[src/rtl/core/hbm_pkg.sv]
// ----------------------------------------------------------------------------
// hbm_pkg: heartbeat health monitor shared definitions
// Transaction types, item and fault codes, register indexes and sequencer states.
// ----------------------------------------------------------------------------
package hbm_pkg;

   // number of supervised tasks and the width of a task index
   localparam int TASKS  = 8;
   localparam int TASK_W = $clog2(TASKS);

   // item kinds
   localparam logic [1:0] MODE_EVENT = 2'd0;
   localparam logic [1:0] MODE_STACK = 2'd1;
   localparam logic [1:0] MODE_EVAL  = 2'd2;

   // health event kinds
   localparam logic [2:0] EV_NONE       = 3'd0;
   localparam logic [2:0] EV_ALIVE      = 3'd1;
   localparam logic [2:0] EV_QUEUE_FULL = 3'd2;
   localparam logic [2:0] EV_RX_TIMEOUT = 3'd3;
   localparam logic [2:0] EV_TX_TIMEOUT = 3'd4;
   localparam logic [2:0] EV_INTERNAL   = 3'd5;

   // fault reasons
   localparam logic [2:0] RSN_QUEUE    = 3'd0;
   localparam logic [2:0] RSN_RX       = 3'd1;
   localparam logic [2:0] RSN_TX       = 3'd2;
   localparam logic [2:0] RSN_INTERNAL = 3'd3;
   localparam logic [2:0] RSN_STALLED  = 3'd4;
   localparam logic [2:0] RSN_STACK    = 3'd5;

   // error classes
   localparam logic [1:0] ERR_BUSY     = 2'd0;
   localparam logic [1:0] ERR_TIMEOUT  = 2'd1;
   localparam logic [1:0] ERR_INTERNAL = 2'd2;

   // register indexes
   localparam logic [2:0] CSR_REQUIRED  = 3'd0;
   localparam logic [2:0] CSR_START     = 3'd1;
   localparam logic [2:0] CSR_GRACE     = 3'd2;
   localparam logic [2:0] CSR_TIMEOUT   = 3'd3;
   localparam logic [2:0] CSR_STACK_MIN = 3'd4;

   // input transaction
   typedef struct packed {
      logic [1:0]  mode;
      logic [2:0]  task_index;
      logic [2:0]  event_kind;
      logic [31:0] time_ms;
      logic [31:0] event_detail;
      logic [31:0] stack_words;
   } req_type;

   // result transaction
   typedef struct packed {
      logic        fault_valid;
      logic [2:0]  fault_reason;
      logic [2:0]  fault_task;
      logic [31:0] fault_time_ms;
      logic [31:0] fault_detail;
      logic [1:0]  error_kind;
      logic        blocks_watchdog;
      logic        watchdog_ok;
   } rsp_type;

   // sequencer states
   typedef enum logic [2:0] {
      ST_IDLE,
      ST_APPLY,
      ST_GRACE,
      ST_READ,
      ST_STALL,
      ST_STACK,
      ST_DONE
   } state_type;

endpackage

[src/rtl/core/task_heartbeat_health_monitor.sv]
// ----------------------------------------------------------------------------
// task_heartbeat_health_monitor: per-task heartbeat supervisor
// Records heartbeats and stack watermarks, raises one-shot faults and scans
// the required tasks for stalls and low stacks with one shared unit.
// ----------------------------------------------------------------------------
//  channel   ports                          handshake
//  request   start, busy, req_data          taken when start and not busy
//  result    rsp_valid, rsp_data            one-cycle strobe, no back-pressure
//  config    csr_we, csr_index, csr_wdata   written when csr_we is high
//
// An item keeps busy high through apply, grace check and finish, plus a
// read step for each task that is not required and a memory read, stall
// check and stack check for each required task scanned. The scan stops at
// the first newly reported fault or, for items other than evaluate, at the
// first failing watchdog check. The single subtract-compare unit and the one
// read port of the time and watermark memories set this sequence. The result
// strobe comes in the cycle after finish; reset clears all control and latched flags.
// ----------------------------------------------------------------------------
module task_heartbeat_health_monitor
   import hbm_pkg::*;
(
   input  logic        clock,
   input  logic        reset,
   input  logic        start,
   output logic        busy,
   input  req_type     req_data,
   output logic        rsp_valid,
   output rsp_type     rsp_data,
   input  logic        csr_we,
   input  logic [2:0]  csr_index,
   input  logic [31:0] csr_wdata
);

   // configuration registers
   logic [7:0]  required_ff;
   logic [31:0] start_time_ff;
   logic [31:0] grace_ff;
   logic [31:0] timeout_ff;
   logic [31:0] stack_min_ff;

   // sequencer and item registers
   state_type         state_ff, state_in;
   req_type           req_ff;
   logic [TASK_W-1:0] idx_ff, idx_in;
   logic              wd_ff, wd_in;
   rsp_type           fault_ff, fault_in;
   logic              rsp_valid_ff, rsp_valid_in;
   rsp_type           rsp_ff, rsp_in;

   // supervision state
   logic             crit_ff, crit_in;
   logic [TASKS-1:0] seen_ff, seen_in;
   logic [TASKS-1:0] known_ff, known_in;
   logic [TASKS-1:0] stall_rep_ff, stall_rep_in;
   logic [TASKS-1:0] low_rep_ff, low_rep_in;
   logic [3:0]       ftl_ff [TASKS];
   logic [3:0]       ftl_in [TASKS];

   // heartbeat time and watermark memories
   logic [31:0] hb_mem   [TASKS];
   logic [31:0] mark_mem [TASKS];
   logic [31:0] hb_rd_ff;
   logic [31:0] mark_rd_ff;
   logic        hb_we;
   logic        mark_we;

   // shared unit operands
   logic [31:0] op_a, op_b, limit, diff;
   logic        below;

   logic accept;
   logic is_eval;
   logic last_task;
   logic stall;
   logic low;
   logic [1:0] kbit;

   assign busy      = (state_ff != ST_IDLE);
   assign accept    = start && !busy;
   assign is_eval   = (req_ff.mode == MODE_EVAL);
   assign last_task = (idx_ff == TASK_W'(TASKS - 1));
   assign kbit      = 2'(req_ff.event_kind - EV_QUEUE_FULL);
   assign rsp_valid = rsp_valid_ff;
   assign rsp_data  = rsp_ff;

   // configuration writes
   always_ff @(posedge clock) begin
      if (reset) begin
         required_ff   <= '0;
         start_time_ff <= '0;
         grace_ff      <= '0;
         timeout_ff    <= '0;
         stack_min_ff  <= '0;
      end else if (csr_we) begin
         unique case (csr_index)
            CSR_REQUIRED:  required_ff   <= csr_wdata[7:0];
            CSR_START:     start_time_ff <= csr_wdata;
            CSR_GRACE:     grace_ff      <= csr_wdata;
            CSR_TIMEOUT:   timeout_ff    <= csr_wdata;
            CSR_STACK_MIN: stack_min_ff  <= csr_wdata;
            default: ;
         endcase
      end
   end

   // operand selection for the shared unit
   always_comb begin
      op_a  = req_ff.time_ms;
      op_b  = start_time_ff;
      limit = grace_ff;
      unique case (state_ff)
         ST_STALL: begin
            op_b  = seen_ff[idx_ff] ? hb_rd_ff : start_time_ff;
            limit = timeout_ff;
         end
         ST_STACK: begin
            op_a  = mark_rd_ff;
            op_b  = '0;
            limit = stack_min_ff;
         end
         default: ;
      endcase
   end

   hbm_sub_cmp u_unit (
      .op_a  (op_a),
      .op_b  (op_b),
      .limit (limit),
      .diff  (diff),
      .below (below)
   );

   assign stall = !seen_ff[idx_ff] || !below;
   assign low   = known_ff[idx_ff] && below;

   // next state and state updates
   always_comb begin
      state_in     = state_ff;
      idx_in       = idx_ff;
      wd_in        = wd_ff;
      fault_in     = fault_ff;
      crit_in      = crit_ff;
      seen_in      = seen_ff;
      known_in     = known_ff;
      stall_rep_in = stall_rep_ff;
      low_rep_in   = low_rep_ff;
      ftl_in       = ftl_ff;
      hb_we        = 1'b0;
      mark_we      = 1'b0;
      rsp_valid_in = 1'b0;
      rsp_in       = rsp_ff;

      unique case (state_ff)
         ST_IDLE: begin
            if (accept) begin
               fault_in = '0;
               state_in = ST_APPLY;
            end
         end

         // event and watermark updates
         ST_APPLY: begin
            state_in = ST_GRACE;
            if (req_ff.mode == MODE_EVENT) begin
               if (req_ff.event_kind == EV_ALIVE) begin
                  hb_we                      = 1'b1;
                  seen_in[req_ff.task_index] = 1'b1;
               end else if (req_ff.event_kind >= EV_QUEUE_FULL &&
                            req_ff.event_kind <= EV_INTERNAL) begin
                  if (!ftl_ff[req_ff.task_index][kbit]) begin
                     ftl_in[req_ff.task_index][kbit] = 1'b1;
                     fault_in.fault_valid   = 1'b1;
                     fault_in.fault_reason  = {1'b0, kbit};
                     fault_in.fault_task    = req_ff.task_index;
                     fault_in.fault_time_ms = req_ff.time_ms;
                     fault_in.fault_detail  = req_ff.event_detail;
                     if (req_ff.event_kind == EV_INTERNAL) begin
                        crit_in                  = 1'b1;
                        fault_in.error_kind      = ERR_INTERNAL;
                        fault_in.blocks_watchdog = 1'b1;
                     end else if (req_ff.event_kind == EV_QUEUE_FULL) begin
                        fault_in.error_kind = ERR_BUSY;
                     end else begin
                        fault_in.error_kind = ERR_TIMEOUT;
                     end
                  end
               end
            end else if (req_ff.mode == MODE_STACK) begin
               mark_we                     = 1'b1;
               known_in[req_ff.task_index] = 1'b1;
            end
         end

         // startup grace check
         ST_GRACE: begin
            idx_in = '0;
            wd_in  = 1'b1;
            if (is_eval) begin
               state_in = below ? ST_DONE : ST_READ;
            end else if (crit_ff) begin
               wd_in    = 1'b0;
               state_in = ST_DONE;
            end else begin
               state_in = below ? ST_DONE : ST_READ;
            end
         end

         // skip tasks that are not required, else wait for memory data
         ST_READ: begin
            if (required_ff[idx_ff]) begin
               state_in = ST_STALL;
            end else if (last_task) begin
               state_in = ST_DONE;
            end else begin
               idx_in = idx_ff + 1'b1;
            end
         end

         // heartbeat age check
         ST_STALL: begin
            state_in = ST_STACK;
            if (stall) begin
               if (is_eval) begin
                  crit_in = 1'b1;
                  if (!stall_rep_ff[idx_ff]) begin
                     stall_rep_in[idx_ff]     = 1'b1;
                     fault_in.fault_valid     = 1'b1;
                     fault_in.fault_reason    = RSN_STALLED;
                     fault_in.fault_task      = 3'(idx_ff);
                     fault_in.fault_time_ms   = req_ff.time_ms;
                     fault_in.fault_detail    = diff;
                     fault_in.error_kind      = ERR_INTERNAL;
                     fault_in.blocks_watchdog = 1'b1;
                     state_in                 = ST_DONE;
                  end
               end else begin
                  wd_in    = 1'b0;
                  state_in = ST_DONE;
               end
            end
         end

         // stack watermark check, then on to the next task
         ST_STACK: begin
            state_in = last_task ? ST_DONE : ST_READ;
            idx_in   = idx_ff + 1'b1;
            if (low) begin
               if (is_eval) begin
                  crit_in = 1'b1;
                  if (!low_rep_ff[idx_ff]) begin
                     low_rep_in[idx_ff]       = 1'b1;
                     fault_in.fault_valid     = 1'b1;
                     fault_in.fault_reason    = RSN_STACK;
                     fault_in.fault_task      = 3'(idx_ff);
                     fault_in.fault_time_ms   = req_ff.time_ms;
                     fault_in.fault_detail    = mark_rd_ff;
                     fault_in.error_kind      = ERR_INTERNAL;
                     fault_in.blocks_watchdog = 1'b1;
                     state_in                 = ST_DONE;
                  end
               end else begin
                  wd_in    = 1'b0;
                  state_in = ST_DONE;
               end
            end
         end

         // present the result transaction
         ST_DONE: begin
            rsp_valid_in       = 1'b1;
            rsp_in             = fault_ff;
            rsp_in.watchdog_ok = is_eval ? !crit_ff : wd_ff;
            state_in           = ST_IDLE;
         end

         default: state_in = ST_IDLE;
      endcase
   end

   // state register
   always_ff @(posedge clock) begin
      if (reset) begin
         state_ff <= ST_IDLE;
      end else begin
         state_ff <= state_in;
      end
   end

   // control and latched flags
   always_ff @(posedge clock) begin
      if (reset) begin
         crit_ff      <= 1'b0;
         seen_ff      <= '0;
         known_ff     <= '0;
         stall_rep_ff <= '0;
         low_rep_ff   <= '0;
         rsp_valid_ff <= 1'b0;
         idx_ff       <= '0;
         wd_ff        <= 1'b0;
         for (int i = 0; i < TASKS; i++) begin
            ftl_ff[i] <= '0;
         end
      end else begin
         crit_ff      <= crit_in;
         seen_ff      <= seen_in;
         known_ff     <= known_in;
         stall_rep_ff <= stall_rep_in;
         low_rep_ff   <= low_rep_in;
         rsp_valid_ff <= rsp_valid_in;
         idx_ff       <= idx_in;
         wd_ff        <= wd_in;
         ftl_ff       <= ftl_in;
      end
   end

   // payload registers
   always_ff @(posedge clock) begin
      if (accept) begin
         req_ff <= req_data;
      end
      fault_ff <= fault_in;
      rsp_ff   <= rsp_in;
   end

   // memories: one write port at the item's task, one registered read at the scan index
   always_ff @(posedge clock) begin
      if (hb_we) begin
         hb_mem[req_ff.task_index] <= req_ff.time_ms;
      end
      if (mark_we) begin
         mark_mem[req_ff.task_index] <= req_ff.stack_words;
      end
      hb_rd_ff   <= hb_mem[idx_ff];
      mark_rd_ff <= mark_mem[idx_ff];
   end

endmodule

[src/rtl/core/hbm_sub_cmp.sv]
// ----------------------------------------------------------------------------
// hbm_sub_cmp: shared subtract and compare unit
// Forms the wrapped difference a - b and flags it when below the limit.
// ----------------------------------------------------------------------------
module hbm_sub_cmp
   import hbm_pkg::*;
(
   input  logic [31:0] op_a,
   input  logic [31:0] op_b,
   input  logic [31:0] limit,
   output logic [31:0] diff,
   output logic        below
);

   // modulo 2^32 difference, then unsigned compare
   assign diff  = op_a - op_b;
   assign below = diff < limit;

endmodule

[config.mk]
export PLATFORM = sky130hd
export DESIGN_NAME = task_heartbeat_health_monitor
export DESIGN_NICKNAME = d
export VERILOG_FILES = /design/src/rtl/core/hbm_pkg.sv /design/src/rtl/core/task_heartbeat_health_monitor.sv /design/src/rtl/core/hbm_sub_cmp.sv
export SDC_FILE = /design/constraint.sdc
export NUM_CORES = 1
export LEC_CHECK = 0
export ABC_AREA = 1
export BUFFER_PORTS_ARGS = -buffer_cell sky130_fd_sc_hd__buf_4
export CORE_ASPECT_RATIO = 0.75
export CORE_MARGIN = 8
export CORE_UTILIZATION = 55
export DETAILED_ROUTE_END_ITERATION = 16
export HOLD_SLACK_MARGIN = 0.12
export MAX_ROUTING_LAYER = met4
export PLACE_DENSITY = 0.73
export SLEW_MARGIN = 0
export SYNTH_ARGS = -nofsm -noshare
export SYNTH_HDL_FRONTEND = slang
export SYNTH_SLANG_ARGS = --single-unit
[constraint.sdc]
create_clock -name clock -period 22.5 [get_ports clock]
set_input_delay 6.75 -clock clock [delete_from_list [all_inputs] [get_ports clock]]
set_output_delay 6.75 -clock clock [all_outputs]
set_load 0.01 [all_outputs]
After elaboration in Yosys (flattened, before gate mapping):

Memory sizes are Yosys's and may differ from the RTL's. A register that Yosys moved wholly into a read port is not among the register bits.
Cells that the tools add are included.

* memory bits (writable): 512
* input port bits: 143
* word-level logic and storage cells: 222
* register bits: 462
* memories: 2

* reduce and logical (&&, ||, !) cells: 36
* add/subtract/negate cells: 3
* mux-type cells: 85
* magnitude comparators: 11
* equality and inequality tests: 31
* bitwise operators: 11

Memory list
* hb_mem: words 8, bits a word 32, rd ports 1, clocked after Yosys merged registers in 1, write ports 1, RTL line task_heartbeat_health_monitor.sv:60 `logic [31:0] hb_mem [TASKS];`
* mark_mem: words 8, bits a word 32, rd ports 1, clocked after Yosys merged registers in 1, write ports 1, RTL line task_heartbeat_health_monitor.sv:61 `logic [31:0] mark_mem [TASKS];`

Operators by type and width (count)
* 2-to-1 mux 74 bit: 10
* one-hot mux 74 bit (4 select lines): 1
* one-hot mux 32 bit (2 select lines): 2
* 2-to-1 mux 75 bit: 1
* 2-to-1 mux 32 bit: 2
* 2-to-1 mux 3 bit: 14
* 2-to-1 mux 1 bit: 35
* less-than comparator 32 bit: 1
* bitwise OR 32 bit: 1
* bitwise OR 8 bit: 4
* subtractor 32 bit: 1
* inequality test 2 bit (second input constant): 14
* equality test 3 bit (second input constant): 6
* one-hot mux 3 bit (6 select lines): 1
* binary-select mux 1 bit (select 3 bit): 5
* equality test 3 x 2 -> 1 bit (second input constant): 5
* AND reduction 13 bit: 1
* binary-select mux 4 bit (select 3 bit): 1
* demux 4 bit (select 3 bit): 1
* 2-to-1 mux 4 bit: 3
* AND reduction 12 bit: 1
* AND reduction 2 bit: 6
* AND reduction 3 bit: 4
* nonzero test 3 bit: 4
* other kinds (31): 53

Depth between registers and ports, before layout:

Gate-level depths: netlist of the first run.

* depth in word-level cells: 11
* mapped depth: 42
* gate-level depth less buffers: 40

Hierarchy:

A second synthesis of the first run with hierarchy kept.

* cells, all modules: 3687
* area total of the unflattened synthesis: 41437.2 sq um

Modules (own cells, without submodules)
* task_heartbeat_health_monitor: seq. area each 28437.3 sq um, times used 1, cells an instance 3025, area each 38112.8 sq um
* hbm_sub_cmp: seq. area each 0.0 sq um, times used 1, cells an instance 662, area each 3324.4 sq um

Worst setup path before layout of the first run:

Ideal clock, no wire load.

* path kind: input to register
* start: in start
* end: reg req_ff[0] (netlist bit), enable pin
* stages: 2
* arrival time: 11.080 ns
* setup slack: 10.852 ns
* setup time: 0.568 ns
* data required time: 21.932 ns
* cells stage by stage: inv_1 nor2_1

* cells in the longest elaborated chain, start to end: 1

Ends and longest elaborated chain
* start, declared: RTL line task_heartbeat_health_monitor.sv:24 `input logic start,`
* logical AND 1 bit: RTL line task_heartbeat_health_monitor.sv:79 `assign accept = start && !busy;`
* net accept: RTL line task_heartbeat_health_monitor.sv:71 `logic accept;`
* end signal, assigned: RTL line task_heartbeat_health_monitor.sv:319 `req_ff <= req_data;`
* end, declared: RTL line task_heartbeat_health_monitor.sv:43 `req_type req_ff;`

The timed path passes the listed nets, and every way through them passes these cells.
A chain may end at the register's enable or synchronous reset.

Worst setup path after layout of the first run:

* start: reg idx_ff[0]
* end: reg fault_ff[45] (netlist bit), enable pin

* cells in the longest elaborated chain, start to end: 10
* elaborated cells between the ends (all ways): 21
* classes of those cells: add/sub (1); order compare (1); eq/ne (4); mux (10); reduce/logical (5)

Ends and longest elaborated chain
* start, declared: RTL line task_heartbeat_health_monitor.sv:44 `logic [TASK_W-1:0] idx_ff, idx_in;`
* start signal, assigned: RTL line task_heartbeat_health_monitor.sv:310 `idx_ff <= idx_in;`
* binary-select mux 1 bit (select 3 bit): RTL line task_heartbeat_health_monitor.sv:113, task_heartbeat_health_monitor.sv:133
* 2-to-1 mux 1 bit (implied by the code): RTL line task_heartbeat_health_monitor.sv:113, task_heartbeat_health_monitor.sv:133
* 2-to-1 mux 32 bit: RTL line task_heartbeat_health_monitor.sv:113 `op_b = seen_ff[idx_ff] ? hb_rd_ff : start_time_ff;`
* one-hot mux 32 bit (2 select lines): RTL line task_heartbeat_health_monitor.sv:111 `unique case (state_ff)`
* subtractor 32 bit: RTL line hbm_sub_cmp.sv:16 `assign diff = op_a - op_b;`
* less-than comparator 32 bit: RTL line hbm_sub_cmp.sv:17 `assign below = diff < limit;`
* logical NOT 1 bit: RTL line task_heartbeat_health_monitor.sv:133 `assign stall = !seen_ff[idx_ff] || !below;`
* logical OR 1 bit: RTL line task_heartbeat_health_monitor.sv:133
* inequality test 2 bit (no line)
* AND reduction 12 bit (no line) *
* end signal, assigned: RTL line task_heartbeat_health_monitor.sv:321 `fault_ff <= fault_in;`
* end, declared: RTL line task_heartbeat_health_monitor.sv:46 `rsp_type fault_ff, fault_in;`

Every way passes the cells marked *; elsewhere a longest branch is shown, timed or not. The select of a mux whose other input is x is not followed.

==> impl_metrics.prom, run 1 <==
# TYPE chip_impl_metric gauge
chip_impl_metric{name="floorplan.initialDensity",unit="%"} 55.2
chip_impl_metric{name="netlist_area",unit="mm²"} 0.0394
chip_impl_metric{name="timing.critical_path.required",unit="ns"} 22.80
chip_impl_metric{name="final_report_hold_violation_count",unit=""} 0
chip_impl_metric{name="worst-slew-pin-transition",unit="ns"} 1.24
chip_impl_metric{name="asyncSetResetFlopFracSynth",unit="%"} 0
chip_impl_metric{name="pin_count_of_the_biggest_net_entering_global_routing",unit=""} 143
chip_impl_metric{name="die_area",unit="mm²"} 0.0805
chip_impl_info{name="end_kind",value="flip-flop"} 1
chip_impl_metric{name="drc",unit=""} 0
chip_impl_metric{name="top_level_ports",unit=""} 220
chip_impl_info{name="ys_dominant_reg_cell",value="sky130_fd_sc_hd__edfxtp_1"} 1
chip_impl_metric{name="finalWeightedCongestion",unit=""} 1.00
chip_impl_metric{name="grt_antenna_before_repair",unit=""} 3
chip_impl_metric{name="global_route.overflow_total",unit=""} 0
chip_impl_metric{name="routed_wl",unit="µm"} 110000
chip_impl_metric{name="post_layout_nets",unit=""} 3554
chip_impl_metric{name="synth.ff_latch_count",unit=""} 1038
chip_impl_metric{name="cts_hold_buffers",unit=""} 0
chip_impl_metric{name="area_growth_syn_to_layout",unit="%"} 15.0
chip_impl_metric{name="fin_ws",unit="ns"} 13.57
chip_impl_metric{name="leakage",unit="nW"} 16.2
chip_impl_metric{name="period_needed",unit="ns"} 8.93
chip_impl_metric{name="dp_worst_setup_slack",unit="ns"} 13.55
chip_impl_metric{name="cts.path.max_buffers",unit=""} 3
chip_impl_info{name="worst_setup_sp_type",value="flip-flop"} 1
chip_impl_metric{name="total_nets_after_synthesis",unit=""} 3339
chip_impl_metric{name="tritoncts_num_sinks",unit=""} 1038
chip_impl_metric{name="ant_nets",unit=""} 0
chip_impl_info{name="worst_path_max_delay_cell",value="sky130_fd_sc_hd__a211oi_1"} 1
chip_impl_metric{name="timing.max_slew.rel_slack",unit="%"} 17.1
chip_impl_metric{name="timing.critical_path.slowest_cell_delay",unit="ns"} 0.73
chip_impl_metric{name="post-synth-top-area-fraction",unit="%"} 58.3
chip_impl_metric{name="gr-usage-all-layers",unit="%"} 27.5
chip_impl_metric{name="netlist_instances",unit=""} 3131
chip_impl_info{name="outcome",value="finished clean"} 1
chip_impl_metric{name="detail_route.iter0.violations",unit=""} 3804
chip_impl_metric{name="crit_arrival",unit="ns"} 9.22
chip_impl_metric{name="via_count_of_the_first_global_routing_pass",unit=""} 25800
chip_impl_info{name="synth_commonest_cells",value="765 x sky130_fd_sc_hd__edfxtp_1, 387 x sky130_fd_sc_hd__nand2_1, 363 x sky130_fd_sc_hd__nor2_1"} 1
chip_impl_metric{name="cts_max_level",unit=""} 3
chip_impl_metric{name="synth_enable_flop_cells",unit=""} 765
chip_impl_metric{name="vdd_drop_max",unit="V"} 0.0000712
chip_impl_metric{name="drt-vias-per-instance",unit=""} 6.05
chip_impl_info{name="crit_top_cell",value="sky130_fd_sc_hd__nand2_1"} 1
chip_impl_metric{name="avgRoutedWirePerCell",unit="µm"} 25.2
chip_impl_metric{name="final-max-slew-violation-count",unit=""} 0
chip_impl_metric{name="period_share",unit="%"} 39.7
chip_impl_metric{name="wire_length_of_the_first_global_routing_pass",unit="µm"} 163000
chip_impl_metric{name="chipWidth",unit="µm"} 325
chip_impl_metric{name="die_y_extent",unit="µm"} 248
chip_impl_metric{name="dr_total_vias",unit=""} 26600
chip_impl_metric{name="core",unit="mm²"} 0.0714
chip_impl_info{name="synth.area.top_cells",value="sky130_fd_sc_hd__edfxtp_1 58%, sky130_fd_sc_hd__dfxtp_1 14%, sky130_fd_sc_hd__nand2_1 3.7%"} 1
chip_impl_metric{name="detailed_placement_wirelength_estimate",unit="µm"} 72000
chip_impl_info{name="hold_class",value="reg2reg"} 1
chip_impl_metric{name="cts_setup_buffers",unit=""} 0
chip_impl_info{name="cp_class",value="reg2reg"} 1
chip_impl_metric{name="n_fill_cell",unit=""} 5214
chip_impl_metric{name="synth.yosys.seq_area_share",unit="%"} 72.2
chip_impl_metric{name="totalNegativeSetupSlack",unit="ns"} 0
chip_impl_metric{name="io_buffers",unit=""} 219
chip_impl_info{name="cts_tree",value="built"} 1
chip_impl_metric{name="post-layout-total-power",unit="mW"} 4.85
chip_impl_info{name="synthMostInstantiatedCell",value="sky130_fd_sc_hd__edfxtp_1"} 1
chip_impl_metric{name="numCtsBuffers",unit=""} 95
chip_impl_metric{name="syn-mean-instance-area",unit="µm²"} 12.6
chip_impl_metric{name="crit_path_max_fanout",unit=""} 60
chip_impl_metric{name="placementRows",unit=""} 85
chip_impl_metric{name="netlist-cell-type-count",unit=""} 60
chip_impl_info{name="synth_largest_area_cell",value="sky130_fd_sc_hd__edfxtp_1"} 1
chip_impl_metric{name="max-cap-violations",unit=""} 0
chip_impl_info{name="clock-root-buffer",value="sky130_fd_sc_hd__clkbuf_16"} 1
chip_impl_metric{name="layout-drive-gt1-share",unit="%"} 14.2
chip_impl_metric{name="setup_violations_final",unit=""} 0
chip_impl_metric{name="worst_clock_skew",unit="ns"} 0.0337
chip_impl_metric{name="max_clock_freq",unit="GHz"} 0.112
chip_impl_metric{name="power.density",unit="mW/mm²"} 107
chip_impl_metric{name="cts.reportedPaths.clkPinSlew",unit="ns"} 0.06
chip_impl_info{name="grt_setup_unrepaired",value="false"} 1
chip_impl_metric{name="yosysWarningCount",unit=""} 0
chip_impl_metric{name="post_cts_sizing_count",unit=""} 0
chip_impl_metric{name="insertion_delay",unit="ns"} 0.69
chip_impl_metric{name="detailedRoute.firstPassIterationCount",unit=""} 6
-- state kept, by name (all words and copies together) (netlist names), 74 cells and up --
register / flops
rsp_data: 75
fault_ff: 74
req_ff: 104
hb_mem: 256
mark_mem: 256
-- worst paths after layout --
kind | slack (ns) | to | cells after the start | start
worst max-delay path | 13.57 | fault_ff[45] | 35 | idx_ff[0]
worst min-delay path | 0.41 | rsp_data[14] | 0 | fault_ff[14]
worst max register to register | 13.57 | fault_ff[45] | 35 | idx_ff[0]
worst min register to register | 0.41 | rsp_data[14] | 0 | fault_ff[14]
-- report_power, final --
group | internal [mW] | switching (mW)
Sequential | 2.35 | 0.132
Clock | 0.928 | 0.713
Combinational | 0.208 | 0.518
-- worst max-delay path: cells and delay by family, from the launching register on --
family | cells | cell delay, ns
flip-flops | 1 | 0.62
AND/OR/NAND/NOR | 16 | 2.67
AO/OA/AOI/OAI | 10 | 2.37
adder cells (fa/ha/maj) | 3 | 0.98
buffers and inverters | 6 | 1.78
-- area by class of cell --
class                   instances  area, µm²  share of cell area (%)
diodes                          4       10.0                  0.0221
inverters                     229        877                    1.94
multi-input cells            1719       9570                    21.1
flip-flops and latches       1038      28400                    62.8
clock inverters                49        572                    1.26
clock buffers                 130       2650                    5.85
repair buffers                263       1970                    4.36
well taps                     957       1200                    2.64
-- cells by family (layout without fill, tap and decap cells) --
logic type | Yosys count | in the layout | share of synthesized area, %
flip-flops | 1038 | 1038 | 72.2
AO/OA/AOI/OAI | 670 | 670 | 11.0
XOR/XNOR | 26 | 26 | 0.578
other | 0 | 4 | 0
adder cells (fa/ha/maj) | 65 | 65 | 2.08
AND/OR/NAND/NOR | 958 | 958 | 10.4
buffers and inverters | 374 | 671 | 3.80
-- cell usage in the layout (no fill, tap or decap), drive strengths merged, types with 4 or more instances in the layout --
| master | netlist | final |
|---|---|---|
| clkbuf | 115 | 130 |
| diode | 0 | 4 |
| a21boi | 7 | 7 |
| clkinv | 3 | 35 |
| nand3 | 99 | 99 |
| o22ai | 15 | 15 |
| nor3 | 26 | 26 |
| a22oi | 112 | 112 |
| nand4 | 66 | 66 |
| a22o | 46 | 46 |
| bufinv | 1 | 9 |
| dfxtp | 273 | 273 |
| or2 | 5 | 5 |
| clkinvlp | 0 | 5 |
| edfxtp | 765 | 765 |
| and2 | 5 | 5 |
| xor2 | 18 | 18 |
| buf | 29 | 263 |
| inv | 225 | 229 |
| o21a | 9 | 9 |
| a31oi | 12 | 12 |
| nand2 | 388 | 388 |
| a221oi | 89 | 89 |
| ha | 64 | 64 |
| a21oi | 153 | 153 |
| o21ai | 205 | 205 |
| nor2 | 365 | 365 |
| xnor2 | 8 | 8 |
-- through the flow --
stage	cell area, µm²	hold slack [ns]	util [%]	std cells
after CTS	45300	0.410	63.5	4385
final	45300	0.409	63.5	4389
after detailed placement	42100	0.405	58.9	4206
after global placement	42100	0.407	58.9	4206
after global routing	45300	0.427	63.5	4387
after floorplan	39400	0.400	-	3131
-- routing by layer --
layer	share of wire [%]	global-route usage (%)	wire length, µm
met1	42	39.5	46800
met2	44	40.0	48400
met3	11	5.95	12600
met4	2.3	6.96	2590
met5	0	-	0
(Power assumes the default switching activity.)
==> run 2: changes to the inputs <==
PLACE_DENSITY = 0.76   (was 0.73)
clock period = 7.5 ns   (was 22.5 ns; I/O delays follow)
==> run 2 against run 1 <==
  * Critical path depth up 2
  * Clock skew shrank 0.0078 ns
  * Sequential share of layout area decreased by 0.21 points
  * Final area increased by 0.33%
  * Combinational power rose to 3.0 times the previous value
  * Total power grew to 3.0 times the previous value
  * Core utilization up 0.21 points
  * Sequential power increased to 3.0 times the previous value
==> impl_metrics.prom, run 2 (synthesis results as in run 1) <==
# TYPE chip_impl_metric gauge
chip_impl_metric{name="dr_total_vias",unit=""} 26000
chip_impl_metric{name="period_needed",unit="ns"} 6.92
chip_impl_metric{name="period_share",unit="%"} 92.2
chip_impl_metric{name="dp_worst_setup_slack",unit="ns"} 0.296
chip_impl_metric{name="core",unit="mm²"} 0.0714
chip_impl_metric{name="area_growth_syn_to_layout",unit="%"} 15.4
chip_impl_metric{name="drt-vias-per-instance",unit=""} 5.89
chip_impl_info{name="crit_top_cell",value="sky130_fd_sc_hd__nand2_1"} 1
chip_impl_metric{name="cp_buf_inv_count",unit=""} 7
chip_impl_metric{name="via_count_of_the_first_global_routing_pass",unit=""} 24800
chip_impl_metric{name="cts.reportedPaths.clkPinSlew",unit="ns"} 0.07
chip_impl_metric{name="n_fill_cell",unit=""} 5220
chip_impl_info{name="clock-root-buffer",value="sky130_fd_sc_hd__clkbuf_16"} 1
chip_impl_metric{name="die_area",unit="mm²"} 0.0805
chip_impl_metric{name="layout-drive-gt1-share",unit="%"} 14.5
chip_impl_metric{name="die_y_extent",unit="µm"} 248
chip_impl_metric{name="fin_ws",unit="ns"} 0.585
chip_impl_metric{name="detailedRoute.firstPassIterationCount",unit=""} 6
chip_impl_metric{name="power.density",unit="mW/mm²"} 319
chip_impl_metric{name="timing.max_slew.rel_slack",unit="%"} 26.7
chip_impl_metric{name="pin_count_of_the_biggest_net_entering_global_routing",unit=""} 86
chip_impl_info{name="cts_tree",value="built"} 1
chip_impl_metric{name="global_route.overflow_total",unit=""} 0
chip_impl_metric{name="worst_clock_skew",unit="ns"} 0.0259
chip_impl_metric{name="numCtsBuffers",unit=""} 92
chip_impl_metric{name="post_layout_nets",unit=""} 3573
chip_impl_info{name="commonest_non_fill_non_tap_cell_in_the_layout",value="sky130_fd_sc_hd__edfxtp_1"} 1
chip_impl_info{name="critical-path-top-delay-family",value="simple AND/OR/NAND/NOR gates"} 1
chip_impl_metric{name="io_buffers",unit=""} 219
chip_impl_info{name="worst_setup_sp_type",value="flip-flop"} 1
chip_impl_metric{name="vdd_drop_max",unit="V"} 0.000183
chip_impl_metric{name="final-max-slew-violation-count",unit=""} 0
chip_impl_metric{name="placementRows",unit=""} 85
chip_impl_metric{name="detailed_placement_wirelength_estimate",unit="µm"} 68800
chip_impl_info{name="top_registers",value="hb_mem x256, mark_mem x256, req_ff x104"} 1
chip_impl_metric{name="top_level_ports",unit=""} 220
chip_impl_metric{name="cts.path.max_buffers",unit=""} 3
chip_impl_metric{name="wire_length_of_the_first_global_routing_pass",unit="µm"} 155000
chip_impl_metric{name="drc",unit=""} 0
chip_impl_metric{name="cts_max_level",unit=""} 3
chip_impl_metric{name="crit_path_max_fanout",unit=""} 28
chip_impl_metric{name="final_report_hold_violation_count",unit=""} 0
chip_impl_info{name="outcome",value="finished clean"} 1
chip_impl_metric{name="timing.critical_path.slowest_cell_delay",unit="ns"} 0.59
chip_impl_metric{name="leakage",unit="nW"} 16.3
chip_impl_metric{name="seq_area",unit="mm²"} 0.0284
chip_impl_metric{name="gr-usage-all-layers",unit="%"} 26.2
chip_impl_metric{name="routed_wl",unit="µm"} 105000
chip_impl_metric{name="total_area_of_multi_input_combinational_cells",unit="mm²"} 0.00962
chip_impl_metric{name="insertion_delay",unit="ns"} 0.67
chip_impl_metric{name="avgRoutedWirePerCell",unit="µm"} 23.9
chip_impl_info{name="grt_setup_unrepaired",value="false"} 1
chip_impl_metric{name="timing.critical_path.required",unit="ns"} 7.85
chip_impl_metric{name="max_clock_freq",unit="GHz"} 0.145
chip_impl_metric{name="setup_violations_final",unit=""} 0
chip_impl_info{name="most-common-layout-cells",value="765 x sky130_fd_sc_hd__edfxtp_1, 387 x sky130_fd_sc_hd__nand2_1, 352 x sky130_fd_sc_hd__nor2_1, 283 x sky130_fd_sc_hd__buf_4, 273 x sky130_fd_sc_hd__dfxtp_1"} 1
chip_impl_metric{name="chipWidth",unit="µm"} 325
chip_impl_metric{name="tritoncts_num_sinks",unit=""} 1038
chip_impl_info{name="cp_class",value="reg2reg"} 1
chip_impl_metric{name="finalWeightedCongestion",unit=""} 0.978
chip_impl_info{name="hold_class",value="reg2reg"} 1
chip_impl_metric{name="grt_antenna_before_repair",unit=""} 5
chip_impl_info{name="worst_path_max_delay_cell",value="sky130_fd_sc_hd__dfxtp_1"} 1
chip_impl_info{name="end_kind",value="flip-flop"} 1
chip_impl_metric{name="crit_arrival",unit="ns"} 7.27
chip_impl_metric{name="detail_route.iter0.violations",unit=""} 3419
chip_impl_metric{name="totalNegativeSetupSlack",unit="ns"} 0
chip_impl_metric{name="floorplan.initialDensity",unit="%"} 55.2
chip_impl_metric{name="worst-slew-pin-transition",unit="ns"} 1.10
chip_impl_metric{name="max-cap-violations",unit=""} 0
chip_impl_metric{name="ant_nets",unit=""} 0
run 2: power breakdown:
group | internal [mW] | total [mW] | switching, mW
logic | 0.702 | 2.16 | 1.46
registers | 7.04 | 7.47 | 0.436
clock network | 2.77 | 4.85 | 2.08
total | 10.5 | 14.5 | 3.98
run 2: worst reg2reg max path: cells and delay by family (launching register included):
family | cells | cell delay (ns)
AND/OR/NAND/NOR | 18 | 2.58
buffers and inverters | 7 | 0.79
AO/OA/AOI/OAI | 9 | 1.64
adder cells (fa/ha/maj) | 3 | 0.97
flip-flops | 1 | 0.59
run 2: metal layers:
| layer | global-route usage [%] | routed length (µm) | vias to the layer above |
|---|---|---|---|
| met3 | 6.18 | 11500 | 182 |
| met2 | 40.0 | 48000 | 1428 |
| li1 | - | - | 11800 |
| met5 | - | 0 | - |
| met4 | 7.78 | 2860 | 0 |
| met1 | 35.3 | 43100 | 12500 |
run 2: layout make-up:
cell class                      count  area share, %
Antenna cell                        4         0.0220
Inverter                          229           1.93
Multi-Input combinational cell   1719           21.2
Timing Repair Buffer              285           4.76
Clock inverter                     43           1.22
Sequential cell                  1038           62.6
Tap cell                          957           2.63
Clock buffer                      131           5.68
run 2: timing repair:
action	CTS	global route
hold buffers	0	0
setup buffers	0	5
resized for setup	0	2
setup endpoints to repair	0	67
run 2: final timing paths:
kind | start | slack [ns] | endpoint | cells after the start
max | idx_ff[0] | 0.58 | fault_ff[6] | 37
min | fault_ff[24] | 0.42 | rsp_data[24] | 0
max reg2reg | idx_ff[0] | 0.58 | fault_ff[6] | 37
min reg2reg | fault_ff[24] | 0.42 | rsp_data[24] | 0
run 2: stage by stage:
stage               util (%)  total power, mW  instance area (µm²)  std cells  hold WS [ns]
finish                  63.7             14.5                45400       4406         0.422
global route            63.7             15.0                45400       4406         0.428
CTS                     63.6             14.5                45400       4397         0.422
detailed placement      59.2             9.66                42200       4223         0.407
global placement        59.2             9.62                42200       4223         0.406
floorplan                  -             8.72                39400       3131         0.400
